**src/hdl/fkc_pkg.sv**
```systemverilog
// package for the flat key to coordinates converter: constants, codes and types
`default_nettype none

package fkc_pkg;

    localparam int MAX_DIMS_DEFAULT    = 3;
    localparam int KEY_WIDTH_DEFAULT   = 64;
    localparam int INDEX_WIDTH_DEFAULT = 32;

    localparam int CFG_INDEX_WIDTH = 3;
    localparam int CFG_DATA_WIDTH  = 64;
    localparam int STRIDE_WIDTH    = 64;
    localparam int DIMS_WIDTH      = 2;

    typedef enum logic [CFG_INDEX_WIDTH-1:0] {
        CFG_ACTIVE_DIMS   = 3'd0,
        CFG_STRIDE_OUTER  = 3'd1,
        CFG_STRIDE_MIDDLE = 3'd2,
        CFG_STRIDE_INNER  = 3'd3,
        CFG_SIZE_OUTER    = 3'd4,
        CFG_SIZE_MIDDLE   = 3'd5,
        CFG_SIZE_INNER    = 3'd6
    } cfg_index_t;

    typedef enum logic [2:0] {
        S_IDLE,
        S_START,
        S_DIV,
        S_CHECK,
        S_FINISH
    } state_t;

endpackage

`default_nettype wire

```
**src/hdl/flat_key_to_coo_coordinates_core.sv**
```systemverilog
// flat key to coordinates converter: top level with serial restoring divider
//
// channel   direction  handshake            payload
// in        input      in_valid / in_stall  flat_key, key_present, row_end
// out       output     out_valid/out_stall  row_number, coord_outer/middle/inner, out_of_range
// cfg       input      cfg_valid/cfg_ready  cfg_index, cfg_data
//
// a word with a key passes through each active dimension in turn, worked by the radix-2
// restoring divider that finds one quotient bit a cycle
// a bare row end word is taken without leaving the idle state and gives no result
// one word is worked on at a time; in_stall is high from acceptance until the result is
// loaded into the output register, which frees the input while the result waits
// rst_n clears the control state and sets every configuration register to 1
`default_nettype none

module flat_key_to_coo_coordinates_core #(
    parameter int MAX_DIMS    = fkc_pkg::MAX_DIMS_DEFAULT,
    parameter int KEY_WIDTH   = fkc_pkg::KEY_WIDTH_DEFAULT,
    parameter int INDEX_WIDTH = fkc_pkg::INDEX_WIDTH_DEFAULT
) (
    input  wire logic                               clk,
    input  wire logic                               rst_n,

    input  wire logic                               in_valid,
    output      logic                               in_stall,
    input  wire logic [KEY_WIDTH-1:0]               flat_key,
    input  wire logic                               key_present,
    input  wire logic                               row_end,

    output      logic                               out_valid,
    input  wire logic                               out_stall,
    output      logic [INDEX_WIDTH-1:0]             row_number,
    output      logic [INDEX_WIDTH-1:0]             coord_outer,
    output      logic [INDEX_WIDTH-1:0]             coord_middle,
    output      logic [INDEX_WIDTH-1:0]             coord_inner,
    output      logic                               out_of_range,

    input  wire logic                               cfg_valid,
    output      logic                               cfg_ready,
    input  wire logic [fkc_pkg::CFG_INDEX_WIDTH-1:0] cfg_index,
    input  wire logic [fkc_pkg::CFG_DATA_WIDTH-1:0]  cfg_data
);

    localparam int DIM_IDX_W = (MAX_DIMS > 1) ? $clog2(MAX_DIMS) : 1;
    localparam int CNT_W     = $clog2(KEY_WIDTH);
    localparam int CMP_W     = (KEY_WIDTH + 1 > fkc_pkg::STRIDE_WIDTH) ?
                               KEY_WIDTH + 1 : fkc_pkg::STRIDE_WIDTH;
    localparam int QW        = (KEY_WIDTH > INDEX_WIDTH) ? KEY_WIDTH : INDEX_WIDTH;

    // configuration
    logic [fkc_pkg::DIMS_WIDTH-1:0]   active_dims_reg;
    logic [fkc_pkg::STRIDE_WIDTH-1:0] stride_reg [MAX_DIMS];
    logic [INDEX_WIDTH-1:0]           size_reg   [MAX_DIMS];

    // control
    fkc_pkg::state_t        state_reg, state_next;
    logic [DIM_IDX_W-1:0]   dim_reg, dim_next;
    logic [CNT_W-1:0]       cnt_reg, cnt_next;
    logic                   err_reg, err_next;
    logic                   end_reg, end_next;
    logic [INDEX_WIDTH-1:0] row_counter_reg, row_counter_next;
    logic                   row_failed_reg, row_failed_next;
    logic                   out_valid_reg, out_valid_next;

    // datapath
    logic [KEY_WIDTH-1:0]   key_reg, key_next;
    logic [KEY_WIDTH-1:0]   rem_reg, rem_next;
    logic [INDEX_WIDTH-1:0] coord_reg  [MAX_DIMS];
    logic [INDEX_WIDTH-1:0] coord_next [MAX_DIMS];
    logic [INDEX_WIDTH-1:0] row_number_reg, row_number_next;
    logic [INDEX_WIDTH-1:0] coord_out_reg  [MAX_DIMS];
    logic [INDEX_WIDTH-1:0] coord_out_next [MAX_DIMS];
    logic                   out_of_range_reg, out_of_range_next;

    logic                            in_accept;
    logic                            out_free;
    logic [fkc_pkg::STRIDE_WIDTH-1:0] cur_stride;
    logic [INDEX_WIDTH-1:0]          cur_size;
    logic [KEY_WIDTH:0]              trial;
    logic [CMP_W-1:0]                trial_ext;
    logic [CMP_W-1:0]                stride_ext;
    logic [CMP_W-1:0]                diff;
    logic                            fits;
    logic [QW-1:0]                   quot_ext;
    logic [QW-1:0]                   size_ext;
    logic [fkc_pkg::DIMS_WIDTH-1:0]  last_dim_wide;
    logic [DIM_IDX_W-1:0]            last_dim;
    logic                            failed_now;

    assign cfg_ready    = 1'b1;
    assign in_stall     = (state_reg != fkc_pkg::S_IDLE);
    assign in_accept    = in_valid && !in_stall;
    assign out_free     = !out_valid_reg || !out_stall;

    assign out_valid    = out_valid_reg;
    assign row_number   = row_number_reg;
    assign out_of_range = out_of_range_reg;
    assign coord_outer  = coord_out_reg[0];

    generate
        if (MAX_DIMS > 1)
        begin : g_middle
            assign coord_middle = coord_out_reg[1];
        end
        else
        begin : g_no_middle
            assign coord_middle = '0;
        end
        if (MAX_DIMS > 2)
        begin : g_inner
            assign coord_inner = coord_out_reg[2];
        end
        else
        begin : g_no_inner
            assign coord_inner = '0;
        end
    endgenerate

    // configuration registers
    always_ff @(posedge clk or negedge rst_n)
    begin
        if (!rst_n)
        begin
            active_dims_reg <= fkc_pkg::DIMS_WIDTH'(1);
            for (int k = 0; k < MAX_DIMS; k++)
            begin
                stride_reg[k] <= fkc_pkg::STRIDE_WIDTH'(1);
                size_reg[k]   <= INDEX_WIDTH'(1);
            end
        end
        else if (cfg_valid && cfg_ready)
        begin
            if (cfg_index == fkc_pkg::CFG_ACTIVE_DIMS)
            begin
                active_dims_reg <= cfg_data[fkc_pkg::DIMS_WIDTH-1:0];
            end
            for (int k = 0; k < MAX_DIMS; k++)
            begin
                if (cfg_index == fkc_pkg::CFG_INDEX_WIDTH'(fkc_pkg::CFG_STRIDE_OUTER + k))
                begin
                    stride_reg[k] <= cfg_data[fkc_pkg::STRIDE_WIDTH-1:0];
                end
                if (cfg_index == fkc_pkg::CFG_INDEX_WIDTH'(fkc_pkg::CFG_SIZE_OUTER + k))
                begin
                    size_reg[k] <= cfg_data[INDEX_WIDTH-1:0];
                end
            end
        end
    end

    // divider step and checks
    assign cur_stride = stride_reg[dim_reg];
    assign cur_size   = size_reg[dim_reg];
    assign trial      = {rem_reg, key_reg[KEY_WIDTH-1]};
    assign trial_ext  = CMP_W'(trial);
    assign stride_ext = CMP_W'(cur_stride);
    assign diff       = trial_ext - stride_ext;
    assign fits       = (trial_ext >= stride_ext);
    assign quot_ext   = QW'(key_reg);
    assign size_ext   = QW'(cur_size);

    // zero means one, anything above the limit saturates
    always_comb
    begin
        if (active_dims_reg == '0)
        begin
            last_dim_wide = '0;
        end
        else if (active_dims_reg > fkc_pkg::DIMS_WIDTH'(MAX_DIMS))
        begin
            last_dim_wide = fkc_pkg::DIMS_WIDTH'(MAX_DIMS - 1);
        end
        else
        begin
            last_dim_wide = active_dims_reg - fkc_pkg::DIMS_WIDTH'(1);
        end
    end
    assign last_dim   = last_dim_wide[DIM_IDX_W-1:0];
    assign failed_now = row_failed_reg || err_reg;

    always_comb
    begin
        state_next        = state_reg;
        dim_next          = dim_reg;
        cnt_next          = cnt_reg;
        err_next          = err_reg;
        end_next          = end_reg;
        row_counter_next  = row_counter_reg;
        row_failed_next   = row_failed_reg;
        out_valid_next    = out_valid_reg && out_stall;
        key_next          = key_reg;
        rem_next          = rem_reg;
        coord_next        = coord_reg;
        row_number_next   = row_number_reg;
        coord_out_next    = coord_out_reg;
        out_of_range_next = out_of_range_reg;

        case (state_reg)
            fkc_pkg::S_IDLE:
            begin
                if (in_accept)
                begin
                    if (key_present)
                    begin
                        key_next   = flat_key;
                        end_next   = row_end;
                        err_next   = 1'b0;
                        dim_next   = '0;
                        for (int k = 0; k < MAX_DIMS; k++)
                        begin
                            coord_next[k] = '0;
                        end
                        state_next = fkc_pkg::S_START;
                    end
                    else if (row_end)
                    begin
                        if (!row_failed_reg)
                        begin
                            row_counter_next = row_counter_reg + INDEX_WIDTH'(1);
                        end
                        row_failed_next = 1'b0;
                    end
                end
            end
            fkc_pkg::S_START:
            begin
                if (cur_stride == '0)
                begin
                    err_next   = 1'b1;
                    state_next = fkc_pkg::S_FINISH;
                end
                else
                begin
                    rem_next   = '0;
                    cnt_next   = CNT_W'(KEY_WIDTH - 1);
                    state_next = fkc_pkg::S_DIV;
                end
            end
            fkc_pkg::S_DIV:
            begin
                // key shifts out at the top, quotient bits enter at the bottom
                rem_next = fits ? diff[KEY_WIDTH-1:0] : trial[KEY_WIDTH-1:0];
                key_next = {key_reg[KEY_WIDTH-2:0], fits};
                cnt_next = cnt_reg - CNT_W'(1);
                if (cnt_reg == '0)
                begin
                    state_next = fkc_pkg::S_CHECK;
                end
            end
            fkc_pkg::S_CHECK:
            begin
                if (quot_ext >= size_ext)
                begin
                    err_next   = 1'b1;
                    state_next = fkc_pkg::S_FINISH;
                end
                else
                begin
                    coord_next[dim_reg] = quot_ext[INDEX_WIDTH-1:0];
                    key_next            = rem_reg;
                    if (dim_reg == last_dim)
                    begin
                        state_next = fkc_pkg::S_FINISH;
                    end
                    else
                    begin
                        dim_next   = dim_reg + DIM_IDX_W'(1);
                        state_next = fkc_pkg::S_START;
                    end
                end
            end
            fkc_pkg::S_FINISH:
            begin
                if (out_free)
                begin
                    out_valid_next    = 1'b1;
                    row_number_next   = row_counter_reg;
                    coord_out_next    = coord_reg;
                    out_of_range_next = err_reg;
                    if (end_reg)
                    begin
                        if (!failed_now)
                        begin
                            row_counter_next = row_counter_reg + INDEX_WIDTH'(1);
                        end
                        row_failed_next = 1'b0;
                    end
                    else
                    begin
                        row_failed_next = failed_now;
                    end
                    state_next = fkc_pkg::S_IDLE;
                end
            end
            default:
            begin
                state_next = fkc_pkg::S_IDLE;
            end
        endcase
    end

    always_ff @(posedge clk or negedge rst_n)
    begin
        if (!rst_n)
        begin
            state_reg       <= fkc_pkg::S_IDLE;
            dim_reg         <= '0;
            cnt_reg         <= '0;
            err_reg         <= 1'b0;
            end_reg         <= 1'b0;
            row_counter_reg <= '0;
            row_failed_reg  <= 1'b0;
            out_valid_reg   <= 1'b0;
        end
        else
        begin
            state_reg       <= state_next;
            dim_reg         <= dim_next;
            cnt_reg         <= cnt_next;
            err_reg         <= err_next;
            end_reg         <= end_next;
            row_counter_reg <= row_counter_next;
            row_failed_reg  <= row_failed_next;
            out_valid_reg   <= out_valid_next;
        end
    end

    always_ff @(posedge clk)
    begin
        key_reg          <= key_next;
        rem_reg          <= rem_next;
        coord_reg        <= coord_next;
        row_number_reg   <= row_number_next;
        coord_out_reg    <= coord_out_next;
        out_of_range_reg <= out_of_range_next;
    end

    // partial remainder always stays below the divisor
    a_rem_below_stride: assert property (@(posedge clk) disable iff (!rst_n)
        (state_reg == fkc_pkg::S_DIV) |-> (CMP_W'(rem_reg) < stride_ext))
        else $error("partial remainder not below stride");

    // a word with a key starts the first dimension
    a_key_starts: assert property (@(posedge clk) disable iff (!rst_n)
        (in_accept && key_present) |=> (state_reg == fkc_pkg::S_START && dim_reg == '0))
        else $error("accepted key did not start conversion");

    // the row counter only ever steps by one
    a_row_step: assert property (@(posedge clk) disable iff (!rst_n)
        (row_counter_reg != $past(row_counter_reg)) |->
        (row_counter_reg == $past(row_counter_reg) + INDEX_WIDTH'(1)))
        else $error("row counter jumped");

    // the finishing state loads its result when the output register is free
    a_result_source: assert property (@(posedge clk) disable iff (!rst_n)
        (state_reg == fkc_pkg::S_FINISH && out_free) |=> out_valid_reg)
        else $error("finished word not loaded into output register");

endmodule

`default_nettype wire

```
**config.mk**
```make
export PLATFORM = sky130hd
export DESIGN_NAME = flat_key_to_coo_coordinates_core
export DESIGN_NICKNAME = d
export VERILOG_FILES = /design/src/hdl/fkc_pkg.sv /design/src/hdl/flat_key_to_coo_coordinates_core.sv
export SDC_FILE = /design/constraint.sdc
export NUM_CORES = 1
export LEC_CHECK = 0
export BUFFER_PORTS_ARGS = -buffer_cell sky130_fd_sc_hd__buf_2
export CAP_MARGIN = 10
export CELL_PAD_IN_SITES_DETAIL_PLACEMENT = 0
export CELL_PAD_IN_SITES_GLOBAL_PLACEMENT = 1
export CORE_MARGIN = 3
export CORE_UTILIZATION = 35
export CTS_CLUSTER_DIAMETER = 150
export CTS_CLUSTER_SIZE = 14
export DETAILED_ROUTE_END_ITERATION = 8
export PLACE_DENSITY = 0.63
export SYNTH_ARGS = -nofsm -noshare
export SYNTH_HDL_FRONTEND = slang
export SYNTH_SLANG_ARGS = --single-unit
```
**constraint.sdc**
```tcl
create_clock -name clk -period 24.9 [get_ports clk]
set_input_delay 1.245 -clock clk [delete_from_list [all_inputs] [get_ports clk]]
set_output_delay 1.245 -clock clk [all_outputs]
set_load 0.01 [all_outputs]
```
==> results.sh, run 1 <==
export IMPL_status="completed"
export IMPL_timing_critical_path_to_type="flop"
export IMPL_start_kind="flop"
export IMPL_reg2reg_from="dim_reg[0]$_DFFE_PN0P_"
export IMPL_areaGrowthSynthToFinish_pct=12.4
export IMPL_nets=3243
export IMPL_post_cts_setup_buffer_count=0
export IMPL_share_of_synthesized_flip_flops_with_an_asynchronous_set_or_reset_pct=48.8
export IMPL_share_of_synthesized_area_occupied_by_flip_flops_and_latches_pct=56.4
export IMPL_vdd_ir_drop_max_v=0.0000646
export IMPL_timing_fmax_mhz=155
export IMPL_worst_slew_pin_slew_ps=1230
export IMPL_timing_hold_violations_final=0
export IMPL_number_of_antenna_violations_at_the_first_check_in_global_routing=16
export IMPL_worstPathRequired_ps=25390
export IMPL_cts_repair_resize_count=0
export IMPL_detail_route_first_pass_iterations=6
export IMPL_postSynth_topFlopCell="sky130_fd_sc_hd__edfxtp_1"
export IMPL_fp_row_count=113
export IMPL_timing_hold_worst_endpoint="coord_inner[15]$_DFFE_PP_"
export IMPL_first_global_vias=23200
export IMPL_rsz0062_at_grt="no"
export IMPL_post_dp_hpwl_um=74700
export IMPL_hold_path_startpoint="coord_reg[15]$_SDFFCE_PN0P_"
export IMPL_num_fill_cells=9102
export IMPL_min_period_ps=6460
export IMPL_yosys_cell_types_count=74
export IMPL_max_slew_margin_pct=18.1
export IMPL_critical_path_reg2reg_endpoint="rem_reg[12]$_SDFFCE_PN0P_"
export IMPL_met1_layer_wirelength_in_the_final_routing_um=47500
export IMPL_totalWireLength_um=102000
export IMPL_worst_skew_pair_late_latency_ps=650
export IMPL_r2r_worst_path_cells=16
export IMPL_clk_pin_slew_ps=70
export IMPL_synth_cells=2802
export IMPL_syn_avg_cell_area_sq_um=12.0
export IMPL_highest_layer="met5"
export IMPL_dr_total_vias=23100
export IMPL_power_mw=4.37
export IMPL_hold_buffers=0
export IMPL_cts_inserted_buffers=55
export IMPL_width_of_the_die_um=317
export IMPL_cts_tree="yes"
export IMPL_static_leakage_power_nw=15.0
export IMPL_fin_crit_sh_pct=25.9
export IMPL_power_density_nw_per_um2=115
export IMPL_multi_input_comb_area_sq_um=14100
export IMPL_setup_violations_final=0
export IMPL_path_class="reg -> reg"
export IMPL_area_sequential_sq_um=19100
export IMPL_routabilityCongestion=0.887
export IMPL_met2RoutedLength_um=45700
export IMPL_port_buffers=268
export IMPL_hold_path_class="reg -> reg"
export IMPL_synth_warning_count=0
export IMPL_boundaryPins=270
export IMPL_post_route_cells_drive_above_1_share_pct=22.8
export IMPL_dieHeight_um=317
export IMPL_area_of_the_die_sq_um=100000
export IMPL_routedWlPerCell_um=23.6
export IMPL_totalNegativeSetupSlack_ps=0
export IMPL_wl_met3_um=6170
export IMPL_sinks_on_the_clock_net=690
export IMPL_grt_pass1_wl_um=151000
export IMPL_synth_enable_flop_cells=353
export IMPL_maximum_number_of_pins_on_one_net_before_global_route_repair=120
export IMPL_yosys_register_bits=690
export IMPL_gr_usage_all_layers_pct=19.9
export IMPL_drt_first_iter_violations=1879
export IMPL_buffer_depth_of_the_longest_clock_path=3
export IMPL_hold_depth=0
export IMPL_synth_area_sq_um=33800
export IMPL_mappedNetlistNets=3043
export IMPL_critPathArrivalTime_ps=6950
export IMPL_worst_r2r_setup_slack_ps=18440
export IMPL_cts_root_buf="sky130_fd_sc_hd__clkbuf_16"
export IMPL_final_max_slew_viol_count=0
export IMPL_htree_levels=2
export IMPL_worst_clock_skew_ps=34.2
export IMPL_drt_vias_per_instance=5.35
export IMPL_critical_path_peak_fanout=67
export IMPL_core_area_sq_um=95300
export IMPL_globalRoute_totalOverflow=0
export IMPL_post_route_drc_count=0
export IMPL_largest_register_ffs=192
export IMPL_maxCapViolCount=0
export IMPL_antenna_violating_nets_post_route=0
export IMPL_initial_core_util_pct=35.4
[through the flow]
stage	std cells	worst slack [ps]	utilization [%]	instance area [sq um]	hold slack [ps]
CTS	4307	18390	39.8	38000	459
detailed placement	4210	18450	38.2	36400	437
global placement	4210	18580	38.2	36400	438
global route	4307	18030	39.8	38000	468
finish	4308	18440	39.8	38000	456
floorplan	2802	16390	-	33800	425
[cells in the final DEF (no fill, tap or decap), drive strengths merged, types with 20 or more instances in the layout]
master	instances
a21o	42
a21oi	231
buf	296
clkbuf	93
dfrtp	330
edfxtp	353
ha	102
inv	32
mux2	292
mux2i	257
nand2	235
nand3	41
nand4	46
nor2	258
nor3	20
o21ai	121
xnor2	56
xor2	34
[synthesized netlist by cell type (all sizes together) (6+ instances only)]
cell type	count	area, sq um
a211oi	19	143
a21o	42	315
a21oi	231	1160
a31oi	17	106
and2	8	50.1
and3	10	62.6
and4	10	87.6
buf	50	234
clkbuf	103	387
dfrtp	330	8260
dfstp	7	184
edfxtp	353	10600
ha	102	1280
inv	30	113
mux2	292	3290
mux2i	257	2570
nand2	235	882
nand2b	10	70.1
nand3	41	205
nand4	46	315
nor2	258	976
nor2b	10	62.6
nor3	20	100
nor4	13	103
o2111ai	6	52.6
o211ai	7	52.6
o21a	7	52.6
o21ai	121	606
o21bai	11	82.6
or3	6	37.5
xnor2	56	490
xor2	34	298
[metal layers]
metal  global-route usage (%)  up-vias
li1                         -    10600
met1                     29.0    11700
met2                     31.3      627
met3                     3.36      122
met4                     4.33       10
met5                        0        -
[critical path, cell delays in order, from the launching register on]
cell and delay (ps):
sky130_fd_sc_hd__dfrtp_4 830, sky130_fd_sc_hd__inv_1 270, sky130_fd_sc_hd__nor2_4 180, sky130_fd_sc_hd__buf_4 650
sky130_fd_sc_hd__a21oi_1 440, sky130_fd_sc_hd__ha_1 500, sky130_fd_sc_hd__nand4_2 200, sky130_fd_sc_hd__nor2_1 60
sky130_fd_sc_hd__a22oi_1 290, sky130_fd_sc_hd__a21oi_2 100, sky130_fd_sc_hd__o31ai_1 730, sky130_fd_sc_hd__nand2_1 210
sky130_fd_sc_hd__o2111ai_1 420, sky130_fd_sc_hd__and2_1 570, sky130_fd_sc_hd__buf_4 490, sky130_fd_sc_hd__nand2_1 90
sky130_fd_sc_hd__a21oi_1 150
[kinds of logic after synthesis]
group,count (synthesis),share of synthesized area (%)
adder cells (fa/ha/maj),103,3.84
buffers and inverters,183,2.17
AO/OA/AOI/OAI,503,8.77
XOR/XNOR,90,2.33
multiplexers,549,17.4
flip-flops,690,56.4
AND/OR/NAND/NOR,683,9.11
other,1,0.0111
[area by class of cell]
cell class | count | area share [%]
Antenna cell | 1 | 0.00659
Clock buffer | 93 | 4.00
Clock inverter | 4 | 0.175
Inverter | 30 | 0.297
Multi-Input combinational cell | 1929 | 37.0
Sequential cell | 690 | 50.2
Tap cell | 1265 | 4.17
Timing Repair Buffer | 296 | 4.11
[power by group]
part	switching, mW	internal, mW
Combinational	1.06	0.646
Clock	0.415	0.416
Sequential	0.279	1.55
[worst max-delay path by stage]
stage,from,endpoint,depth (start not counted)
after detailed placement,dim_reg[1]$_DFFE_PN0P_,rem_reg[6]$_SDFFCE_PN0P_,16
after CTS,dim_reg[0]$_DFFE_PN0P_,rem_reg[6]$_SDFFCE_PN0P_,16
final,dim_reg[0]$_DFFE_PN0P_,rem_reg[12]$_SDFFCE_PN0P_,16
after global placement,dim_reg[1]$_DFFE_PN0P_,rem_reg[25]$_SDFFCE_PN0P_,16
after floorplan,dim_reg[1]$_DFFE_PN0P_,key_reg[0]$_DFFE_PP_,16
after global routing,dim_reg[0]$_DFFE_PN0P_,rem_reg[12]$_SDFFCE_PN0P_,16
No activity file was read; power rests on OpenSTA's default activity.
==> run 2, diff against run 1 <==
PLACE_DENSITY = 0.66   (was 0.63)
clock period = 5.3 ns   (was 24.9 ns; I/O delays follow)
==> results.sh, run 2 (synthesis results as in run 1) <==
export IMPL_totalNegativeSetupSlack_ps=0
export IMPL_hold_depth=3
export IMPL_power_net_switching_mw=8.30
export IMPL_post_route_cells_drive_above_1_share_pct=23.0
export IMPL_status="completed"
export IMPL_number_of_antenna_violations_at_the_first_check_in_global_routing=10
export IMPL_drt_first_iter_violations=1848
export IMPL_initial_core_util_pct=35.4
export IMPL_fin_crit_sh_pct=93.5
export IMPL_worst_r2r_setup_slack_ps=340
export IMPL_layout_commonest_cell="sky130_fd_sc_hd__edfxtp_1"
export IMPL_path_cells="buf_12, mux2i_1, nor2_1, a21oi_1, ha_1, nand4_2, nor2_1, a22oi_1, a21oi_2, o31ai_1, nand2_1, o2111ai_1, nand2_2, buf_4, nand2_1, a21oi_1"
export IMPL_dieHeight_um=317
export IMPL_area_of_the_die_sq_um=100000
export IMPL_grt_pass1_wl_um=152000
export IMPL_power_share_combinational_pct=40.1
export IMPL_first_global_vias=23600
export IMPL_vdd_ir_drop_max_v=0.000329
export IMPL_p_int_mw=12.5
export IMPL_critical_path_reg2reg_endpoint="rem_reg[44]$_SDFFCE_PN0P_"
export IMPL_path_class="reg -> reg"
export IMPL_power_mw=20.8
export IMPL_width_of_the_die_um=317
export IMPL_worstPathRequired_ps=5640
export IMPL_power_density_nw_per_um2=525
export IMPL_areaGrowthSynthToFinish_pct=17.6
export IMPL_clock_power_share_pct=18.7
export IMPL_antenna_violating_nets_post_route=0
export IMPL_reg2reg_from="dim_reg[1]$_DFFE_PN0P_"
export IMPL_r2r_worst_path_cells=16
export IMPL_maximum_number_of_pins_on_one_net_before_global_route_repair=130
export IMPL_cts_tree="yes"
export IMPL_netSwitchingFraction_pct=39.8
export IMPL_worst_slew_pin_slew_ps=1170
export IMPL_start_kind="flop"
export IMPL_worst_clock_skew_ps=23.2
export IMPL_seq_power_share_pct=41.2
export IMPL_drt_vias_per_instance=5.34
export IMPL_maxCapViolCount=0
export IMPL_post_dp_hpwl_um=74900
export IMPL_cpMaxStageDelayCell="sky130_fd_sc_hd__dfrtp_4"
export IMPL_timing_fmax_mhz=202
export IMPL_largest_register_ffs=192
export IMPL_critical_path_peak_fanout=47
export IMPL_hold_path_class="in -> reg"
export IMPL_port_buffers=268
export IMPL_dr_total_vias=23900
export IMPL_stdcell_count=4479
export IMPL_dp_cells=4253
export IMPL_gr_usage_all_layers_pct=19.9
export IMPL_nets=3408
export IMPL_cts_root_buf="sky130_fd_sc_hd__clkbuf_16"
export IMPL_cts_inserted_buffers=55
export IMPL_critPathArrivalTime_ps=5290
export IMPL_htree_levels=2
export IMPL_post_route_core_utilization_pct=41.7
export IMPL_layout_cells_most_common_list="sky130_fd_sc_hd__edfxtp_1, sky130_fd_sc_hd__dfrtp_1, sky130_fd_sc_hd__mux2_2, sky130_fd_sc_hd__buf_2, sky130_fd_sc_hd__mux2i_1"
export IMPL_worst_skew_pair_late_latency_ps=640
export IMPL_post_route_drc_count=0
export IMPL_rsz0062_at_grt="no"
export IMPL_timing_hold_worst_endpoint="key_reg[33]$_DFFE_PP_"
export IMPL_critical_path_max_stage_delay_ps=700
export IMPL_core_area_sq_um=95300
export IMPL_min_period_ps=4960
export IMPL_routabilityCongestion=0.907
export IMPL_routedWlPerCell_um=22.8
export IMPL_timing_hold_violations_final=0
export IMPL_static_leakage_power_nw=15.8
export IMPL_sinks_on_the_clock_net=690
export IMPL_buffer_depth_of_the_longest_clock_path=3
export IMPL_fp_row_count=113
export IMPL_detail_route_first_pass_iterations=5
export IMPL_hold_path_startpoint="flat_key[33]"
export IMPL_timing_critical_path_to_type="flop"
export IMPL_boundaryPins=270
export IMPL_max_slew_margin_pct=22.3
export IMPL_setup_violations_final=0
export IMPL_post_cts_setup_buffer_count=0
export IMPL_clk_pin_slew_ps=70
export IMPL_globalRoute_totalOverflow=0
export IMPL_final_max_slew_viol_count=0
export IMPL_totalWireLength_um=102000
[run 2: changes by cell type in the layout (fill, tap and decap cells not counted)]
| cell | delta |
|---|---|
| sky130_fd_sc_hd__dlygate4sd3_1 | +122 |
| sky130_fd_sc_hd__buf_4 | +30 |
| sky130_fd_sc_hd__buf_12 | +13 |
| sky130_fd_sc_hd__diode_2 | +6 |
| sky130_fd_sc_hd__nand2_2 | -1 |
| sky130_fd_sc_hd__nand2_4 | +1 |
| sky130_fd_sc_hd__nor3_1 | -1 |
| sky130_fd_sc_hd__nor3_4 | +1 |
[run 2: repair_timing]
action                                  4_1_cts  5_1_grt
endpoints found under the setup margin        0        5
hold buffers                                122        0
gates resized for setup                       0        1
hold endpoints to repair                    393        0
[run 2: how the worst max path moves through the flow]
stage | startpoint | endpoint | slack (ps) | depth (start not counted)
6_report | dim_reg[1]$_DFFE_PN0P_ | rem_reg[44]$_SDFFCE_PN0P_ | 340 | 16
5_1_grt | dim_reg[1]$_DFFE_PN0P_ | rem_reg[60]$_SDFFCE_PN0P_ | 20 | 14
4_1_cts | dim_reg[1]$_DFFE_PN0P_ | rem_reg[63]$_SDFFCE_PN0P_ | 100 | 17
3_5_place_dp | dim_reg[1]$_DFFE_PN0P_ | rem_reg[63]$_SDFFCE_PN0P_ | 130 | 16
3_3_place_gp | dim_reg[1]$_DFFE_PN0P_ | rem_reg[63]$_SDFFCE_PN0P_ | 170 | 17
2_1_floorplan | dim_reg[0]$_DFFE_PN0P_ | cnt_reg[2]$_DFFE_PN0P_ | 80 | 12
[run 2: power groups by stage]
stage                     registers, mW  logic [mW]  clock network [mW]
after detailed placement           8.68        8.20                   0
after global placement             8.63        8.12                   0
after floorplan                    8.00        5.84                   0
final                              8.59        8.36                3.89
after global routing               8.70        9.25                4.21
after CTS                          8.56        8.32                4.01
[run 2: metal layers]
metal | share of wire (%) | vias to the layer above | track usage [%]
li1 | - | 11000 | -
met1 | 47 | 12100 | 29.2
met2 | 46 | 702 | 31.6
met3 | 5.2 | 122 | 2.33
met4 | 2.0 | 0 | 4.23
met5 | 0 | - | 0
[run 2: critical path: cells and delay by family, from the launching register on]
kind	cells	cell delay [ps]
AO/OA/AOI/OAI	6	1710
adder cells (fa/ha/maj)	1	400
buffers and inverters	2	660
flip-flops	1	700
multiplexers	1	240
AND/OR/NAND/NOR	6	860
[run 2: area by class of cell]
class / count / area (sq um)
fill: 8969 / 55600
sequential: 690 / 19100
multi-input combinational: 1929 / 14100
timing repair buffer: 461 / 3270
tap: 1265 / 1580
clock buffer: 93 / 1520
inverter: 30 / 113
clock inverter: 4 / 66.3
antenna: 7 / 17.5
[run 2: metrics by stage]
step	cell area [sq um]	hold slack, ps	setup WS [ps]
after global placement	36900	309	171
after CTS	39700	12.5	97.5
final	39700	43.4	345
after detailed placement	36900	319	134
after floorplan	33800	-30.6	78.7
after global routing	39700	11.0	19.3
